`src/rtl/cesc_pkg.sv`:
```
// Shared types, character constants and lookup functions for the escape codec.
package cesc_pkg;

  localparam logic [7:0] ChBackslash = 8'd92;
  localparam logic [7:0] ChQuote     = 8'd34;
  localparam logic [7:0] ChZero      = 8'd48;
  localparam logic [7:0] ChNine      = 8'd57;
  localparam logic [7:0] ChLowX      = 8'd120;
  localparam logic [7:0] ChLowA      = 8'd97;
  localparam logic [7:0] ChLowB      = 8'd98;
  localparam logic [7:0] ChLowF      = 8'd102;
  localparam logic [7:0] ChLowN      = 8'd110;
  localparam logic [7:0] ChLowR      = 8'd114;
  localparam logic [7:0] ChLowT      = 8'd116;
  localparam logic [7:0] ChLowV      = 8'd118;
  localparam logic [7:0] ChUpA       = 8'd65;
  localparam logic [7:0] ChUpF       = 8'd70;
  localparam logic [7:0] CtlBel      = 8'd7;
  localparam logic [7:0] CtlBs       = 8'd8;
  localparam logic [7:0] CtlTab      = 8'd9;
  localparam logic [7:0] CtlLf       = 8'd10;
  localparam logic [7:0] CtlVt       = 8'd11;
  localparam logic [7:0] CtlFf       = 8'd12;
  localparam logic [7:0] CtlCr       = 8'd13;
  localparam logic [7:0] FirstPrint  = 8'd32;
  localparam logic [7:0] LastPrint   = 8'd126;
  localparam logic [7:0] LowHexBase  = 8'd87;  // 'a' - 10
  localparam logic [7:0] UpHexBase   = 8'd55;  // 'A' - 10

  localparam int unsigned MaxBytes = 4;

  typedef enum logic [1:0] {
    PH_IDLE  = 2'd0,  // nothing held
    PH_BSL   = 2'd1,  // backslash held
    PH_SEL   = 2'd2,  // backslash and selector held
    PH_DIGIT = 2'd3   // backslash, selector and first digit held
  } cesc_phase_e;

  // Up to four result bytes, byte 0 goes out first.
  typedef struct packed {
    logic [MaxBytes-1:0][7:0] data;
    logic [2:0]               cnt;
  } cesc_res_t;

  function automatic logic [7:0] letter_of(input logic [7:0] c);
    logic [7:0] l;
    case (c)
      ChBackslash: l = ChBackslash;
      CtlCr:       l = ChLowR;
      CtlLf:       l = ChLowN;
      CtlTab:      l = ChLowT;
      CtlBel:      l = ChLowA;
      CtlBs:       l = ChLowB;
      CtlVt:       l = ChLowV;
      CtlFf:       l = ChLowF;
      ChQuote:     l = ChQuote;
      default:     l = 8'd0;
    endcase
    return l;
  endfunction

  function automatic logic [7:0] control_of(input logic [7:0] c);
    logic [7:0] v;
    case (c)
      ChBackslash: v = ChBackslash;
      ChLowR:      v = CtlCr;
      ChLowN:      v = CtlLf;
      ChLowT:      v = CtlTab;
      ChLowA:      v = CtlBel;
      ChLowB:      v = CtlBs;
      ChLowV:      v = CtlVt;
      ChLowF:      v = CtlFf;
      ChQuote:     v = ChQuote;
      default:     v = 8'd0;
    endcase
    return v;
  endfunction

  // Digit value for 0-9, a-f, A-F; any other byte keeps its raw value.
  function automatic logic [7:0] hex_value(input logic [7:0] c);
    logic [7:0] v;
    if (c >= ChZero && c <= ChNine) begin
      v = c - ChZero;
    end else if (c >= ChLowA && c <= ChLowF) begin
      v = c - LowHexBase;
    end else if (c >= ChUpA && c <= ChUpF) begin
      v = c - UpHexBase;
    end else begin
      v = c;
    end
    return v;
  endfunction

  function automatic logic [7:0] hex_char(input logic [3:0] n);
    logic [7:0] ch;
    if (n < 4'd10) begin
      ch = ChZero + {4'd0, n};
    end else begin
      ch = UpHexBase + {4'd0, n};
    end
    return ch;
  endfunction

endpackage

```
`src/rtl/c_escape_codec_core.sv`:
```
// Top level of the C escape codec: mode register, both codec paths and the output register.
//
// Usage:
//   Input items arrive on the s_axis group: tdata carries one text byte and tlast marks
//   the last byte of a region. Result items leave on the m_axis group: tdata carries a
//   produced byte, tuser is high on the last byte caused by one input item, and tlast is
//   high on the final byte of a region.
//   cfg_we_i/cfg_wdata_i write the mode (0 escape, 1 unescape); a write also drops any
//   partly received escape sequence. Write only while the block is idle.
// Timing and throughput:
//   The first byte of an item's result appears in the cycle after the item is accepted.
//   An item producing n bytes (0 to 4) holds the output register until its bytes are
//   taken; the next item is taken in the cycle the last of those bytes is taken, so
//   single-byte results run at one item per cycle while m_axis_tready_i stays high.
//   Items that produce no byte (held backslash or digits) leave the register empty.
// Reset:
//   rst_ni clears the mode to escape, the pending sequence and the output register.
// Stall:
//   While m_axis_tready_i is low a waiting byte holds and s_axis_tready_o stays low;
//   with the output register empty the next item is still taken.
module c_escape_codec_core (
  input  logic       clk_i,
  input  logic       rst_ni,
  input  logic       cfg_we_i,
  input  logic       cfg_wdata_i,      // unescape_mode
  input  logic       s_axis_tvalid_i,
  output logic       s_axis_tready_o,
  input  logic [7:0] s_axis_tdata_i,   // [7:0] data_byte
  input  logic       s_axis_tlast_i,   // stream_end
  output logic       m_axis_tvalid_o,
  input  logic       m_axis_tready_i,
  output logic [7:0] m_axis_tdata_o,   // [7:0] out_byte
  output logic       m_axis_tuser_o,   // [0] item_done
  output logic       m_axis_tlast_o    // out_stream_end
);

  logic                mode_q;
  logic                accept;
  logic                free;
  cesc_pkg::cesc_res_t enc_res;
  cesc_pkg::cesc_res_t dec_res;
  cesc_pkg::cesc_res_t res;

  assign s_axis_tready_o = free;
  assign accept          = s_axis_tvalid_i && free;
  assign res             = mode_q ? dec_res : enc_res;

  always_ff @(posedge clk_i or negedge rst_ni) begin
    if (!rst_ni) begin
      mode_q <= 1'b0;
    end else if (cfg_we_i) begin
      mode_q <= cfg_wdata_i;
    end
  end

  cesc_encode u_encode (
    .byte_i (s_axis_tdata_i),
    .res_o  (enc_res)
  );

  cesc_decode u_decode (
    .clk_i   (clk_i),
    .rst_ni  (rst_ni),
    .step_i  (accept && mode_q),
    .clear_i (cfg_we_i),
    .byte_i  (s_axis_tdata_i),
    .end_i   (s_axis_tlast_i),
    .res_o   (dec_res)
  );

  cesc_serializer u_serializer (
    .clk_i        (clk_i),
    .rst_ni       (rst_ni),
    .load_i       (accept),
    .res_i        (res),
    .end_i        (s_axis_tlast_i),
    .free_o       (free),
    .tvalid_o     (m_axis_tvalid_o),
    .tready_i     (m_axis_tready_i),
    .byte_o       (m_axis_tdata_o),
    .item_done_o  (m_axis_tuser_o),
    .stream_end_o (m_axis_tlast_o)
  );

endmodule

```
`src/rtl/cesc_encode.sv`:
```
// Escape path: expands one raw byte into one to four output bytes.
module cesc_encode (
  input  logic [7:0]         byte_i,
  output cesc_pkg::cesc_res_t res_o
);

  logic [7:0] letter;

  assign letter = cesc_pkg::letter_of(byte_i);

  always_comb begin
    res_o.data = '0;
    res_o.cnt  = 3'd1;
    if (letter != 8'd0) begin
      res_o.data[0] = cesc_pkg::ChBackslash;
      res_o.data[1] = letter;
      res_o.cnt     = 3'd2;
    end else if (byte_i < cesc_pkg::FirstPrint) begin
      res_o.data[0] = cesc_pkg::ChBackslash;
      res_o.data[1] = cesc_pkg::ChZero;
      res_o.data[2] = cesc_pkg::ChZero + {6'd0, byte_i[4:3]};
      res_o.data[3] = cesc_pkg::ChZero + {5'd0, byte_i[2:0]};
      res_o.cnt     = 3'd4;
    end else if (byte_i > cesc_pkg::LastPrint) begin
      res_o.data[0] = cesc_pkg::ChBackslash;
      res_o.data[1] = cesc_pkg::ChLowX;
      res_o.data[2] = cesc_pkg::hex_char(byte_i[7:4]);
      res_o.data[3] = cesc_pkg::hex_char(byte_i[3:0]);
      res_o.cnt     = 3'd4;
    end else begin
      res_o.data[0] = byte_i;
    end
  end

endmodule

```
`src/rtl/cesc_decode.sv`:
```
// Unescape path: pending-sequence state machine and decoded result bytes.
module cesc_decode (
  input  logic                clk_i,
  input  logic                rst_ni,
  input  logic                step_i,
  input  logic                clear_i,
  input  logic [7:0]          byte_i,
  input  logic                end_i,
  output cesc_pkg::cesc_res_t res_o
);

  cesc_pkg::cesc_phase_e phase_q, phase_d;
  logic                  is_hex_q, is_hex_d;
  logic [7:0]            first_q, first_d;

  logic [7:0] ctl;
  logic       is_sel;
  logic [7:0] sel_char;
  logic [7:0] oct_hi;
  logic [7:0] hex_hi;
  logic [7:0] value;

  assign ctl      = cesc_pkg::control_of(byte_i);
  assign is_sel   = (byte_i == cesc_pkg::ChZero) || (byte_i == cesc_pkg::ChLowX);
  assign sel_char = is_hex_q ? cesc_pkg::ChLowX : cesc_pkg::ChZero;
  assign oct_hi   = first_q - cesc_pkg::ChZero;
  assign hex_hi   = cesc_pkg::hex_value(first_q);
  assign value    = is_hex_q ? ({hex_hi[3:0], 4'd0} + cesc_pkg::hex_value(byte_i))
                             : ({oct_hi[4:0], 3'd0} + (byte_i - cesc_pkg::ChZero));

  // Next state
  always_comb begin
    phase_d  = phase_q;
    is_hex_d = is_hex_q;
    first_d  = first_q;
    if (step_i) begin
      case (phase_q)
        cesc_pkg::PH_IDLE: begin
          if (byte_i == cesc_pkg::ChBackslash) phase_d = cesc_pkg::PH_BSL;
        end
        cesc_pkg::PH_BSL: begin
          if (ctl == 8'd0 && is_sel) begin
            phase_d  = cesc_pkg::PH_SEL;
            is_hex_d = (byte_i == cesc_pkg::ChLowX);
          end else begin
            phase_d = cesc_pkg::PH_IDLE;
          end
        end
        cesc_pkg::PH_SEL: begin
          first_d = byte_i;
          phase_d = cesc_pkg::PH_DIGIT;
        end
        default: phase_d = cesc_pkg::PH_IDLE;
      endcase
      // end of region drops whatever is still held
      if (end_i) begin
        phase_d  = cesc_pkg::PH_IDLE;
        is_hex_d = 1'b0;
        first_d  = 8'd0;
      end
    end
    if (clear_i) begin
      phase_d  = cesc_pkg::PH_IDLE;
      is_hex_d = 1'b0;
      first_d  = 8'd0;
    end
  end

  // Result bytes
  always_comb begin
    res_o.data = '0;
    res_o.cnt  = 3'd0;
    case (phase_q)
      cesc_pkg::PH_IDLE: begin
        if (byte_i != cesc_pkg::ChBackslash) begin
          res_o.data[0] = byte_i;
          res_o.cnt     = 3'd1;
        end else if (end_i) begin
          res_o.data[0] = cesc_pkg::ChBackslash;
          res_o.cnt     = 3'd1;
        end
      end
      cesc_pkg::PH_BSL: begin
        if (ctl != 8'd0) begin
          res_o.data[0] = ctl;
          res_o.cnt     = 3'd1;
        end else if (is_sel) begin
          if (end_i) begin
            res_o.data[0] = cesc_pkg::ChBackslash;
            res_o.data[1] = byte_i;
            res_o.cnt     = 3'd2;
          end
        end else begin
          res_o.data[0] = cesc_pkg::ChBackslash;
          res_o.data[1] = byte_i;
          res_o.cnt     = 3'd2;
        end
      end
      cesc_pkg::PH_SEL: begin
        if (end_i) begin
          res_o.data[0] = cesc_pkg::ChBackslash;
          res_o.data[1] = sel_char;
          res_o.data[2] = byte_i;
          res_o.cnt     = 3'd3;
        end
      end
      default: begin
        res_o.data[0] = value;
        res_o.cnt     = 3'd1;
      end
    endcase
  end

  always_ff @(posedge clk_i or negedge rst_ni) begin
    if (!rst_ni) begin
      phase_q  <= cesc_pkg::PH_IDLE;
      is_hex_q <= 1'b0;
      first_q  <= 8'd0;
    end else begin
      phase_q  <= phase_d;
      is_hex_q <= is_hex_d;
      first_q  <= first_d;
    end
  end

endmodule

```
`src/rtl/cesc_serializer.sv`:
```
// Result register: holds up to four bytes of one item and sends them one per cycle while tready_i is high.
module cesc_serializer (
  input  logic                clk_i,
  input  logic                rst_ni,
  input  logic                load_i,
  input  cesc_pkg::cesc_res_t res_i,
  input  logic                end_i,
  output logic                free_o,
  output logic                tvalid_o,
  input  logic                tready_i,
  output logic [7:0]          byte_o,
  output logic                item_done_o,
  output logic                stream_end_o
);

  logic [cesc_pkg::MaxBytes-1:0][7:0] data_q, data_d;
  logic [2:0]                         cnt_q, cnt_d;
  logic                               end_q, end_d;
  logic                               pop;

  assign tvalid_o     = (cnt_q != 3'd0);
  assign pop          = tvalid_o && tready_i;
  assign free_o       = (cnt_q == 3'd0) || (cnt_q == 3'd1 && tready_i);
  assign byte_o       = data_q[0];
  assign item_done_o  = (cnt_q == 3'd1);
  assign stream_end_o = (cnt_q == 3'd1) && end_q;

  always_comb begin
    data_d = data_q;
    cnt_d  = cnt_q;
    end_d  = end_q;
    if (load_i) begin
      data_d = res_i.data;
      cnt_d  = res_i.cnt;
      end_d  = end_i;
    end else if (pop) begin
      // advance to the next byte of the item
      data_d = {8'd0, data_q[cesc_pkg::MaxBytes-1:1]};
      cnt_d  = cnt_q - 3'd1;
    end
  end

  always_ff @(posedge clk_i or negedge rst_ni) begin
    if (!rst_ni) begin
      cnt_q <= 3'd0;
      end_q <= 1'b0;
    end else begin
      cnt_q <= cnt_d;
      end_q <= end_d;
    end
  end

  always_ff @(posedge clk_i) begin
    data_q <= data_d;
  end

endmodule
```
`config.mk`:
```
export PLATFORM = sky130hd
export DESIGN_NAME = c_escape_codec_core
export DESIGN_NICKNAME = d
export VERILOG_FILES = /design/src/rtl/cesc_pkg.sv /design/src/rtl/c_escape_codec_core.sv /design/src/rtl/cesc_encode.sv /design/src/rtl/cesc_decode.sv /design/src/rtl/cesc_serializer.sv
export SDC_FILE = /design/constraint.sdc
export NUM_CORES = 1
export LEC_CHECK = 0
export BUFFER_PORTS_ARGS = -buffer_cell sky130_fd_sc_hd__buf_2
export CAP_MARGIN = 30
export CORE_ASPECT_RATIO = 1.25
export CORE_MARGIN = 3
export CORE_UTILIZATION = 40
export DETAILED_ROUTE_END_ITERATION = 8
export SYNTH_ARGS = -nofsm -noshare
export SYNTH_HDL_FRONTEND = slang
export SYNTH_SLANG_ARGS = --single-unit
```
`constraint.sdc`:
```
create_clock -name clk_i -period 2.7 [get_ports clk_i]
set_input_delay 0.54 -clock clk_i [delete_from_list [all_inputs] [get_ports clk_i]]
set_output_delay 0.54 -clock clk_i [all_outputs]
set_load 0.05 [all_outputs]
```
==> flow_metrics.py, run 1 <==
metrics = {
    "pwr": {
        "powerDensity_nw_per_um2": 585.5,
        "power_uw": 3199,
        "p_sw_uw": 1207,
        "seqPwrFrac_pct": 34.9,
        "clkPwrFrac_pct": 22.6,
        "peakVddDrop_uv": 316.5,
        "p_comb_share_pct": 42.5,
        "p_int_uw": 1992,
        "swShare_pct": 37.73,
        "power.leakage_uw": 0.002281,
    },
    "route": {
        "drc": 0,
        "wire_per_inst_microns": 18.90,
        "drt_first_pass_iters": 5,
        "vias_per_cell": 5.880,
        "antenna_left": 0,
        "drt_iter0_drc": 335,
        "wl_microns": 13270,
        "vias": 4128,
    },
    "synth": {
        "synth_seq_area_share_pct": 32.25,
        "ys_types": 78,
        "synth_flop_cell": "edfxtp_1",
        "async_flop_share_pct": 34.04,
        "syn_inst": 471,
        "yosysWarnings": 0,
        "synthesis.nets": 516,
        "ys_seq_elements": 47,
        "synth_area_per_cell_sq_um": 8.764,
        "synth_area_sq_um": 4128,
        "synth_edf_count": 31,
    },
    "clock_tree": {
        "clkLatencyLatePin_ps": 290,
        "cts_sinks": 47,
        "cts_tree": "built",
        "htreeDepth": 2,
        "cts_made_buffers": 5,
        "clkTransAtPathRegs_ps": 70,
        "cts_root_buffer": "clkbuf_16",
        "cts_max_path_buffers": 2,
    },
    "place": {
        "gp_congestion": 1.010,
        "portBuffers": 26,
        "dpl.hpwl_microns": 10130,
        "dpl-instance-area_sq_um": 5062,
    },
    "critical_path": {
        "cp_max_fo": 3,
        "critPathTopFamily": "compound AO/OA/AOI/OAI gates",
        "path_cells": "buf_2 -> buf_4 -> nor3_2 -> nand4_1 -> a32oi_4 -> nand2_1 -> xnor2_1 -> mux2_4 -> buf_6 -> fa_2 -> nand2_1 -> o21ai_2 -> a21oi_2 -> nor2_1 -> a221o_1",
        "cp.arrival_ps": 3260,
        "critical_path_class": "in -> reg",
        "critPathMaxStageDelay_ps": 430,
        "crit_top_cell": "nand2_1",
        "cp_num_buf_inv": 3,
        "cpMaxStageDelayCell": "fa_2",
        "cp.required_ps": 2750,
        "startpoint_type": "input pin",
        "crit_path_end_kind": "register",
    },
    "final_layout": {
        "syn_to_final_growth_pct": 32.37,
        "fill_cells": 869,
        "drive_gt1_share_pct": 34.38,
        "final_nets": 620,
        "most-common-layout-cells": "108 x buf_4, 44 x nand2_1, 35 x nor2_1",
        "n_antenna_cell": 0,
        "finalInstanceArea_sq_um": 5464,
        "final_common_cell": "buf_4",
    },
    "sta": {
        "maxSlewHeadroom_pct": 61.55,
        "worst_slack_ps": -509.5,
        "clock_skew_ps": 5.943,
        "period_minus_slack_ps": 3209,
        "fin_crit_sh_pct": 118.9,
        "final_max_slew_viol_count": 0,
        "max_freq_ghz": 0.3116,
        "rsz0062_at_grt": "yes",
        "setup_viol": 4,
        "hold_viol": 0,
        "tightest_slew_ps": 576.8,
    },
    "die": {
        "die_x_microns": 96.86,
        "die-area_sq_um": 11580,
        "start_util_pct": 41.87,
        "core_sq_um": 9859,
        "die_y_microns": 119.6,
        "io-pin-count": 27,
        "rows": 40,
    },
    "hold_path": {
        "hold_path_class": "in -> async",
    },
    "global_routing": {
        "grt_util_all_layers_pct": 23.22,
        "grt-ovfl-total": 0,
        "grt_pass1_vias": 4090,
        "grt_pass1_wl_microns": 21590,
        "grt_antenna_before_repair": 0,
        "grt_start_max_net_pins": 37,
    },
    "run_status": {
        "failed_checks": "setup timing",
        "status": "finished, violations left",
    },
    "flow_run": {
        "maxCapViolCount": 0,
    },
}
==> timing repair <==
item | 4_1_cts | 5_1_grt
buffers inserted | 6 | 2
endpoints found under the hold margin | 0 | 0
pin swaps | 18 | 15
resized for setup | 22 | 16
hold buffers | 0 | 0
endpoints found under the setup margin | 5 | 17
==> worst register-to-register path: stages, from the launching register on <==
cell and delay (ps):
dfrtp_1 370, or4b_2 720, nor3_2 200, buf_4 150
xnor2_1 150, ha_2 240, fa_2 430, nand2_1 90
o21ai_2 60, a21oi_2 120, nor2_1 50, a221o_1 240
==> power groups by stage <==
stage,clock network [uW],logic (uW),registers [uW]
floorplan,0,968,1090
detailed placement,0,1310,1130
global placement,0,1290,1120
CTS,734,1330,1110
finish,723,1360,1120
global route,754,1470,1130
==> sequential cells by signal, summed over array words and instances (netlist names) <==
signal / flops
u_serializer.cnt_q: 3
mode_q: 1
u_decode.phase_q: 2
u_serializer.end_q: 1
u_serializer.data_q: 23
u_decode.is_hex_q: 1
u_decode.first_q: 8
u_serializer.byte_o: 8
==> Yosys cell counts, types with 9 or more instances <==
library cell,n,area [sq um]
edfxtp_1,31,930.9
a21oi_1,31,155.2
inv_1,17,63.81
clkbuf_1,18,67.56
dfrtp_1,16,400.4
ha_1,28,350.3
nor3_1,14,70.07
o21ai_0,28,140.1
nor2_1,36,135.1
o31ai_1,9,67.56
a22oi_1,9,67.56
xnor2_1,13,113.9
nand2_1,45,168.9
nand3_1,13,65.06
==> through the flow <==
stage	hold WS, ps	setup TNS [ps]	setup slack [ps]	std cells	util (%)
detailed placement	473.7	-7433	-778.7	686	51.35
CTS	172.2	-1126	-423.1	700	54.40
global placement	456.4	-6605	-740.8	686	51.35
global route	203.6	-1870	-641.2	702	55.42
finish	163.2	-1383	-509.5	702	55.42
floorplan	244.4	-2071	-701.8	471	-
==> final timing paths <==
path | start | cells past startpoint | slack (ps) | end
worst min register to register | u_decode.first_q[7] | 2 | 480 | u_decode.first_q[7]
min in group clk_i | u_decode.first_q[7] | 2 | 480 | u_decode.first_q[7]
worst max-delay path | s_axis_tdata_i[7] | 15 | -510 | u_serializer.byte_o[5]
max in group asynchronous | rst_ni | 1 | 2260 | u_serializer.cnt_q[1]
worst max register to register | u_decode.first_q[4] | 11 | -370 | u_serializer.byte_o[5]
worst min-delay path | rst_ni | 1 | 160 | u_decode.first_q[5]
==> layout make-up <==
cell class	instances	area, sq um	share of cell area [%]
multi-input combinational	368	2716	49.71
sequential	47	1331	24.36
timing repair buffer	136	1015	18.57
tap	126	157.7	2.885
clock buffer	5	125.1	2.290
inverter	17	76.32	1.397
clock inverter	3	42.54	0.7786
==> cells by family after synthesis <==
kind of cell | after synthesis | share of synthesized area [%]
and+or+nand+nor | 178 | 23.28
adders and majority gates | 30 | 9.458
muxes | 9 | 2.395
DFF | 47 | 32.25
buffers and inverters | 56 | 6.365
AOI/OAI and AO/OA | 137 | 23.28
xor gates and xnor gates | 14 | 2.971
==> routing by layer <==
layer  part of all wire, %  vias to the layer above  global-route usage, %
met5                     0                        -                      0
met3                   5.2                       40                  3.081
met4                   3.7                        0                  9.394
met2                    49                      160                  40.50
li1                      -                     1970                      -
met1                    42                     1958                  28.87
No activity file was read; power rests on OpenSTA's default activity.
==> run 2: changes to the inputs <==
--- a/config.mk
+++ b/config.mk
@@ -5,6 +5,7 @@
 export SDC_FILE = /design/constraint.sdc
 export NUM_CORES = 1
 export LEC_CHECK = 0
+export ABC_AREA = 1
 export BUFFER_PORTS_ARGS = -buffer_cell sky130_fd_sc_hd__buf_2
 export CAP_MARGIN = 30
 export CORE_ASPECT_RATIO = 1.25
@@ -13,4 +14,5 @@
 export DETAILED_ROUTE_END_ITERATION = 8
 export SYNTH_ARGS = -nofsm -noshare
 export SYNTH_HDL_FRONTEND = slang
+export SYNTH_HIERARCHICAL = 1
 export SYNTH_SLANG_ARGS = --single-unit
==> flow_metrics.py, run 2 <==
metrics = {
    "pwr": {
        "p_sw_uw": 1609,
        "swShare_pct": 43.80,
        "powerDensity_nw_per_um2": 569.5,
        "p_int_uw": 2065,
        "p_comb_share_pct": 49.0,
        "power_uw": 3675,
        "peakVddDrop_uv": 337.6,
        "clkPwrFrac_pct": 16.2,
        "power.leakage_uw": 0.003433,
        "seqPwrFrac_pct": 34.7,
    },
    "critical_path": {
        "cp_num_cells": 23,
        "critical_path_class": "in -> reg",
        "reg2regPathDepth": 17,
        "cp_max_fo": 4,
        "cp-startpoint": "s_axis_tdata_i[0]",
        "critPathMaxStageDelay_ps": 390,
        "rr_startpoint": "u_decode/first_q[1]",
        "startpoint_type": "input pin",
        "critPathTopFamily": "adder cells",
        "cp.arrival_ps": 3140,
        "crit_top_cell": "nand2_1",
        "cp.required_ps": 2740,
        "cp_num_buf_inv": 4,
        "crit_path_end_kind": "register",
        "path_cells": "buf_8 -> clkinvlp_4 -> ha_4 -> nand2_4 -> nor2_2 -> o21ai_2 -> nand2_2 -> nand2_4 -> nand2_2 -> nand2_2 -> xor2_1 -> inv_1 -> ha_4 -> fa_2 -> o21ai_2 -> a21oi_2 -> o21bai_4 -> o22ai_1 -> inv_1 -> nand2_1 -> nand2_1 -> nand2_1 -> nand2_1",
        "crit_end": "u_serializer/byte_o[6]",
        "rrSetupSlack_ps": -70,
        "r2r_end": "u_serializer/byte_o[6]",
        "cpMaxStageDelayCell": "fa_2",
    },
    "final_layout": {
        "largest_reg_flops": 24,
        "final_nets": 971,
        "n_antenna_cell": 0,
        "final_common_cell": "nand2_1",
        "drive_gt1_share_pct": 25.22,
        "finalInstanceArea_sq_um": 6452,
        "most-common-layout-cells": "332 x nand2_1, 99 x buf_4, 69 x inv_1",
        "syn_to_final_growth_pct": 22.47,
        "top_register": "u_serializer/data_q",
    },
    "sta": {
        "clock_skew_ps": 5.099,
        "fin_crit_sh_pct": 114.7,
        "tightest_slew_ps": 787.5,
        "worst_slack_ps": -396.1,
        "rsz0062_at_grt": "yes",
        "hold_viol": 0,
        "final_max_slew_viol_count": 0,
        "setup_viol": 3,
        "max_freq_ghz": 0.3230,
        "period_minus_slack_ps": 3096,
        "maxSlewHeadroom_pct": 47.30,
    },
    "synth": {
        "synth_top_family_by_area": "simple AND/OR/NAND/NOR gates",
        "synth_fa_ha_area_share_pct": 9.071,
        "synth_seq_area_share_pct": 25.36,
        "synth-simple-area-share_pct": 43.20,
        "synth.top_cell.area_share_pct": 24.29,
        "synth_area_per_cell_sq_um": 6.394,
        "async_flop_share_pct": 31.91,
        "syn_inst": 824,
        "yosysWarnings": 6,
        "synth_edf_count": 32,
        "synth_compound_area_share_pct": 7.694,
        "muxShareOfSynthArea_pct": 0,
        "synth.most_common_cell": "nand2_1",
        "ys_top_cells_by_area": "nand2_1 24%, edfxtp_1 18%, ha_1 8.3%",
        "yosys-top-cells-count": "341 x nand2_1, 73 x inv_1, 73 x nor2_1",
        "ys_types": 45,
        "synth_area_sq_um": 5269,
        "synth_xor_area_share_pct": 0.9974,
        "ys_seq_elements": 47,
        "yosys.area.top_type": "nand2_1",
        "synth_flop_cell": "edfxtp_1",
    },
    "clock_tree": {
        "cts_sinks": 47,
        "cts_max_path_buffers": 2,
        "clkTransAtPathRegs_ps": 60,
        "cts_root_buffer": "clkbuf_16",
        "htreeDepth": 2,
        "cts_tree": "built",
        "clkLatencyLatePin_ps": 290,
        "cts_made_buffers": 5,
    },
    "global_routing": {
        "grt_start_max_net_pins": 40,
        "grt_use_met2_pct": 37.39,
        "grt-ovfl-total": 0,
        "grt_antenna_before_repair": 0,
        "top_usage_layer": "met2",
        "grt_pass1_wl_microns": 24430,
        "grt_pass1_vias": 5016,
        "grt_use_met1_pct": 25.94,
        "grt_util_all_layers_pct": 20.83,
        "grt_use_met3_pct": 1.781,
    },
    "route": {
        "drt_iter0_drc": 327,
        "vias_per_cell": 4.867,
        "drt_first_pass_iters": 5,
        "wire_per_inst_microns": 13.87,
        "drc": 0,
        "antenna_left": 0,
        "wl_microns": 15090,
        "vias": 5295,
    },
    "run_status": {
        "failed_checks": "setup timing",
        "status": "finished, violations left",
    },
    "die": {
        "die_y_microns": 134.3,
        "die-area_sq_um": 14590,
        "io-pin-count": 27,
        "start_util_pct": 41.24,
        "core_sq_um": 12780,
        "rows": 46,
        "die_x_microns": 108.7,
    },
    "place": {
        "dpl-instance-area_sq_um": 6011,
        "portBuffers": 26,
        "dpl.hpwl_microns": 11680,
        "gp_congestion": 0.9417,
    },
    "hold_path": {
        "hold_path_class": "in -> async",
    },
    "flow_run": {
        "maxCapViolCount": 0,
    },
}
==> run 2: timing repair <==
item | in CTS | in global routing
hold buffers | 0 | 0
pin swaps | 11 | 22
setup buffers | 3 | 7
resized for setup | 19 | 36
setup endpoints to repair | 3 | 4
==> run 2: worst min path at each step <==
stage                     slack [ps]             endpoint  startpoint
final                            150  u_decode/first_q[3]      rst_ni
after global placement           480  u_decode/first_q[3]      rst_ni
after global routing             170  u_decode/first_q[4]      rst_ni
after detailed placement         480  u_decode/first_q[3]      rst_ni
after floorplan                  240               mode_q      rst_ni
after CTS                        160  u_decode/first_q[3]      rst_ni
==> run 2: worst reg2reg max path, cell delays in order (launching register included) <==
cell and delay, ps:
dfrtp_1 370, inv_1 120, ha_1 160, nor2_1 40
nand2_1 70, nand3_1 140, xor2_1 210, ha_4 190
fa_2 390, o21ai_2 170, a21oi_2 50, o21bai_4 170
o22ai_1 180, inv_1 50, nand2_1 60, nand2_1 50
nand2_1 60, nand2_1 50
==> run 2: cell type report <==
class	instances	area, sq um
sequential	47	1336
clock buffer	6	128.9
multi-input combinational	655	3511
timing repair buffer	124	904.6
inverter	86	352.8
clock inverter	2	8.758
fill	1352	6325
tap	168	210.2
==> run 2: per-layer routing <==
layer	part of all wire [%]	vias to the layer above
li1	-	2748
met2	51	121
met4	2.4	0
met5	0	-
met3	3.5	25
met1	43	2401
==> run 2: power by group through the flow <==
| stage | clock (uW) | sequential, uW | combinational [uW] |
|---|---|---|---|
| 2_1_floorplan | 0 | 1260 | 1400 |
| 3_3_place_gp | 0 | 1280 | 1740 |
| 3_5_place_dp | 0 | 1290 | 1750 |
| 4_1_cts | 619 | 1280 | 1770 |
| 5_1_grt | 637 | 1310 | 2010 |
| 6_report | 597 | 1280 | 1800 |
==> run 2: through the flow <==
stage	std cells	util [%]	setup TNS [ps]	hold WS (ps)	setup WS [ps]
2_1_floorplan	835	-	-921.3	244.4	-365.8
4_1_cts	1081	48.90	-604.2	163.3	-267.1
3_5_place_dp	1070	47.04	-1913	477.9	-628.9
6_report	1088	50.50	-754.5	153.1	-396.1
3_3_place_gp	1070	47.04	-1791	479.2	-597.3
5_1_grt	1088	50.50	-1260	174.3	-529.3
==> run 2: cell families after synthesis <==
family / after synthesis
and+or+nand+nor: 529
buffers and inverters: 133
AOI/OAI and AO/OA: 70
DFF: 47
adders and majority gates: 37
xor gates and xnor gates: 6
other: 2
==> run 3: changes to the inputs <==
--- a/config.mk
+++ b/config.mk
@@ -16,3 +16,4 @@
 export SYNTH_HDL_FRONTEND = slang
 export SYNTH_HIERARCHICAL = 1
 export SYNTH_SLANG_ARGS = --single-unit
+export TNS_END_PERCENT = 30
==> flow_metrics.py, run 3 (synthesized netlist as in run 2, its figures left out) <==
metrics = {
    "run_status": {
        "failed_checks": "setup timing",
        "status": "finished, violations left",
    },
    "pwr": {
        "p_comb_share_pct": 47.3,
        "powerDensity_nw_per_um2": 580.9,
        "power.leakage_uw": 0.003456,
        "p_sw_uw": 1606,
        "seqPwrFrac_pct": 33.8,
        "p_int_uw": 2159,
        "peakVddDrop_uv": 483.9,
        "swShare_pct": 42.66,
        "clkPwrFrac_pct": 19.0,
    },
    "place": {
        "portBuffers": 26,
        "gp_congestion": 0.9254,
        "dpl.hpwl_microns": 11600,
    },
    "critical_path": {
        "crit_top_cell": "nand2_1",
        "cpMaxStageDelayCell": "fa_2",
        "critPathMaxStageDelay_ps": 340,
        "crit_path_end_kind": "register",
        "startpoint_type": "input pin",
        "cp_max_fo": 4,
        "critical_path_class": "in -> reg",
        "path_cells": "buf_8 -> clkinvlp_4 -> ha_1 -> nand2_1 -> o21ai_2 -> nand2_2 -> nand2_2 -> nand2_4 -> nand2_2 -> nand2_2 -> xor2_1 -> inv_1 -> ha_2 -> fa_2 -> o21ai_1 -> a21oi_1 -> o21bai_4 -> o22ai_2 -> inv_1 -> nand2_1 -> nand2_1 -> nand2_1 -> nand2_1",
        "cp.arrival_ps": 2970,
        "cp.required_ps": 2750,
    },
    "global_routing": {
        "grt_util_all_layers_pct": 20.63,
        "grt_use_met2_pct": 37.32,
        "grt_use_met1_pct": 25.71,
        "grt_pass1_wl_microns": 24210,
        "grt_pass1_vias": 4904,
        "grt-ovfl-total": 0,
        "grt_antenna_before_repair": 0,
        "grt_start_max_net_pins": 40,
        "grt_use_met3_pct": 2.118,
        "top_usage_layer": "met2",
    },
    "die": {
        "rows": 46,
        "die_x_microns": 108.7,
        "start_util_pct": 41.24,
        "die_y_microns": 134.3,
        "die-area_sq_um": 14590,
        "core_sq_um": 12780,
        "io-pin-count": 27,
    },
    "clock_tree": {
        "ctsHoldBuffers": 0,
        "cts_made_buffers": 5,
        "cts_root_buffer": "clkbuf_16",
        "cts_sinks": 47,
        "cts_max_path_buffers": 2,
        "clkLatencyLatePin_ps": 290,
        "clkTransAtPathRegs_ps": 70,
        "htreeDepth": 2,
        "cts_tree": "built",
    },
    "final_layout": {
        "n_antenna_cell": 0,
        "postLayoutCoreUtil_pct": 50.72,
        "fill_cells": 1340,
        "top_register": "u_serializer/data_q",
        "most-common-layout-cells": "331 x nand2_1, 99 x buf_4, 69 x inv_1",
        "syn_to_final_growth_pct": 23.01,
        "drive_gt1_share_pct": 25.03,
        "largest_reg_flops": 24,
        "regArea_sq_um": 1336,
        "final_common_cell": "nand2_1",
        "final_nets": 974,
        "multi_input_area_sq_um": 3463,
    },
    "sta": {
        "max_freq_ghz": 0.3433,
        "worst_slack_ps": -212.7,
        "hold_viol": 0,
        "rsz0062_at_grt": "yes",
        "fin_crit_sh_pct": 107.9,
        "fin_tns_setup_ps": -523.8,
        "tightest_slew_ps": 712.9,
        "final_max_slew_viol_count": 0,
        "setup_viol": 3,
        "clock_skew_ps": 14.25,
        "whs_ps": 143.7,
        "period_minus_slack_ps": 2913,
        "maxSlewHeadroom_pct": 52.30,
    },
    "route": {
        "drt_first_pass_iters": 5,
        "antenna_left": 0,
        "vias": 5174,
        "vias_per_cell": 4.742,
        "drt_iter0_drc": 287,
        "wl_microns": 14730,
        "drc": 0,
        "wire_per_inst_microns": 13.50,
    },
    "hold_path": {
        "hold_path_class": "in -> async",
    },
    "flow_run": {
        "maxCapViolCount": 0,
    },
}
==> run 3: changes by cell type in the layout (fill, tap and decap cells not counted), sizes merged <==
cell	previous run	this run
inv	82	83
clkinvlp	3	4
bufinv	0	1
clkinv	3	1
buf	124	126
==> run 3: worst paths after layout <==
path / from / to / slack (ps) / cells past startpoint
worst max register to register: u_decode/first_q[1] / u_serializer/byte_o[7] / -40 / 23
min in group clk_i: cfg_wdata_i / mode_q / 450 / 3
worst max-delay path: s_axis_tdata_i[4] / u_serializer/byte_o[6] / -210 / 23
worst min-delay path: rst_ni / u_serializer/cnt_q[0] / 140 / 1
max in group asynchronous: rst_ni / u_decode/phase_q[0] / 2290 / 1
worst min register to register: u_serializer/data_q[21] / u_serializer/data_q[13] / 500 / 2
==> run 3: repair_timing <==
item / CTS / global route
gates cloned: 0 / 0
resized for setup: 36 / 18
setup buffers: 7 / 3
pin swaps: 23 / 17
setup endpoints to repair: 3 / 4
==> run 3: routing by layer <==
layer / up-vias / wire length [microns]
li1: 2747 / -
met1: 2313 / 6336
met2: 93 / 7634
met3: 21 / 517
met4: 0 / 241
met5: - / 0
==> run 3: area by class of cell <==
cell class                 count  share of cell area (%)
clock buffer                   5                   1.931
multi-input combinational    655                   53.44
timing repair buffer         127                   14.56
inverter                      86                   5.502
clock inverter                 3                  0.7143
sequential                    47                   20.62
tap                          168                   3.243
==> run 3: worst max-delay path, delay by kind of cell <==
kind | cells | cell delay [ps]
AO/OA/AOI/OAI | 5 | 540
XOR/XNOR | 1 | 140
adder cells (fa/ha/maj) | 3 | 760
buffers and inverters | 4 | 330
AND/OR/NAND/NOR | 10 | 650
==> run 3: power groups by stage <==
stage               logic (uW)  registers, uW  clock network, uW
floorplan                 1400           1260                  0
global placement          1720           1280                  0
detailed placement        1740           1290                  0
CTS                       1770           1280                736
global route              1990           1310                757
finish                    1780           1270                714
==> run 3: per-stage QoR <==
stage               worst slack [ps]  cell area (sq um)  cells  power, uW
floorplan                     -391.8               5360    835       2660
global placement              -581.4               6023   1073       3009
detailed placement            -636.9               6023   1073       3028
CTS                           -258.6               6386   1088       3784
global route                  -440.6               6481   1091       4056
finish                        -212.7               6481   1091       3765
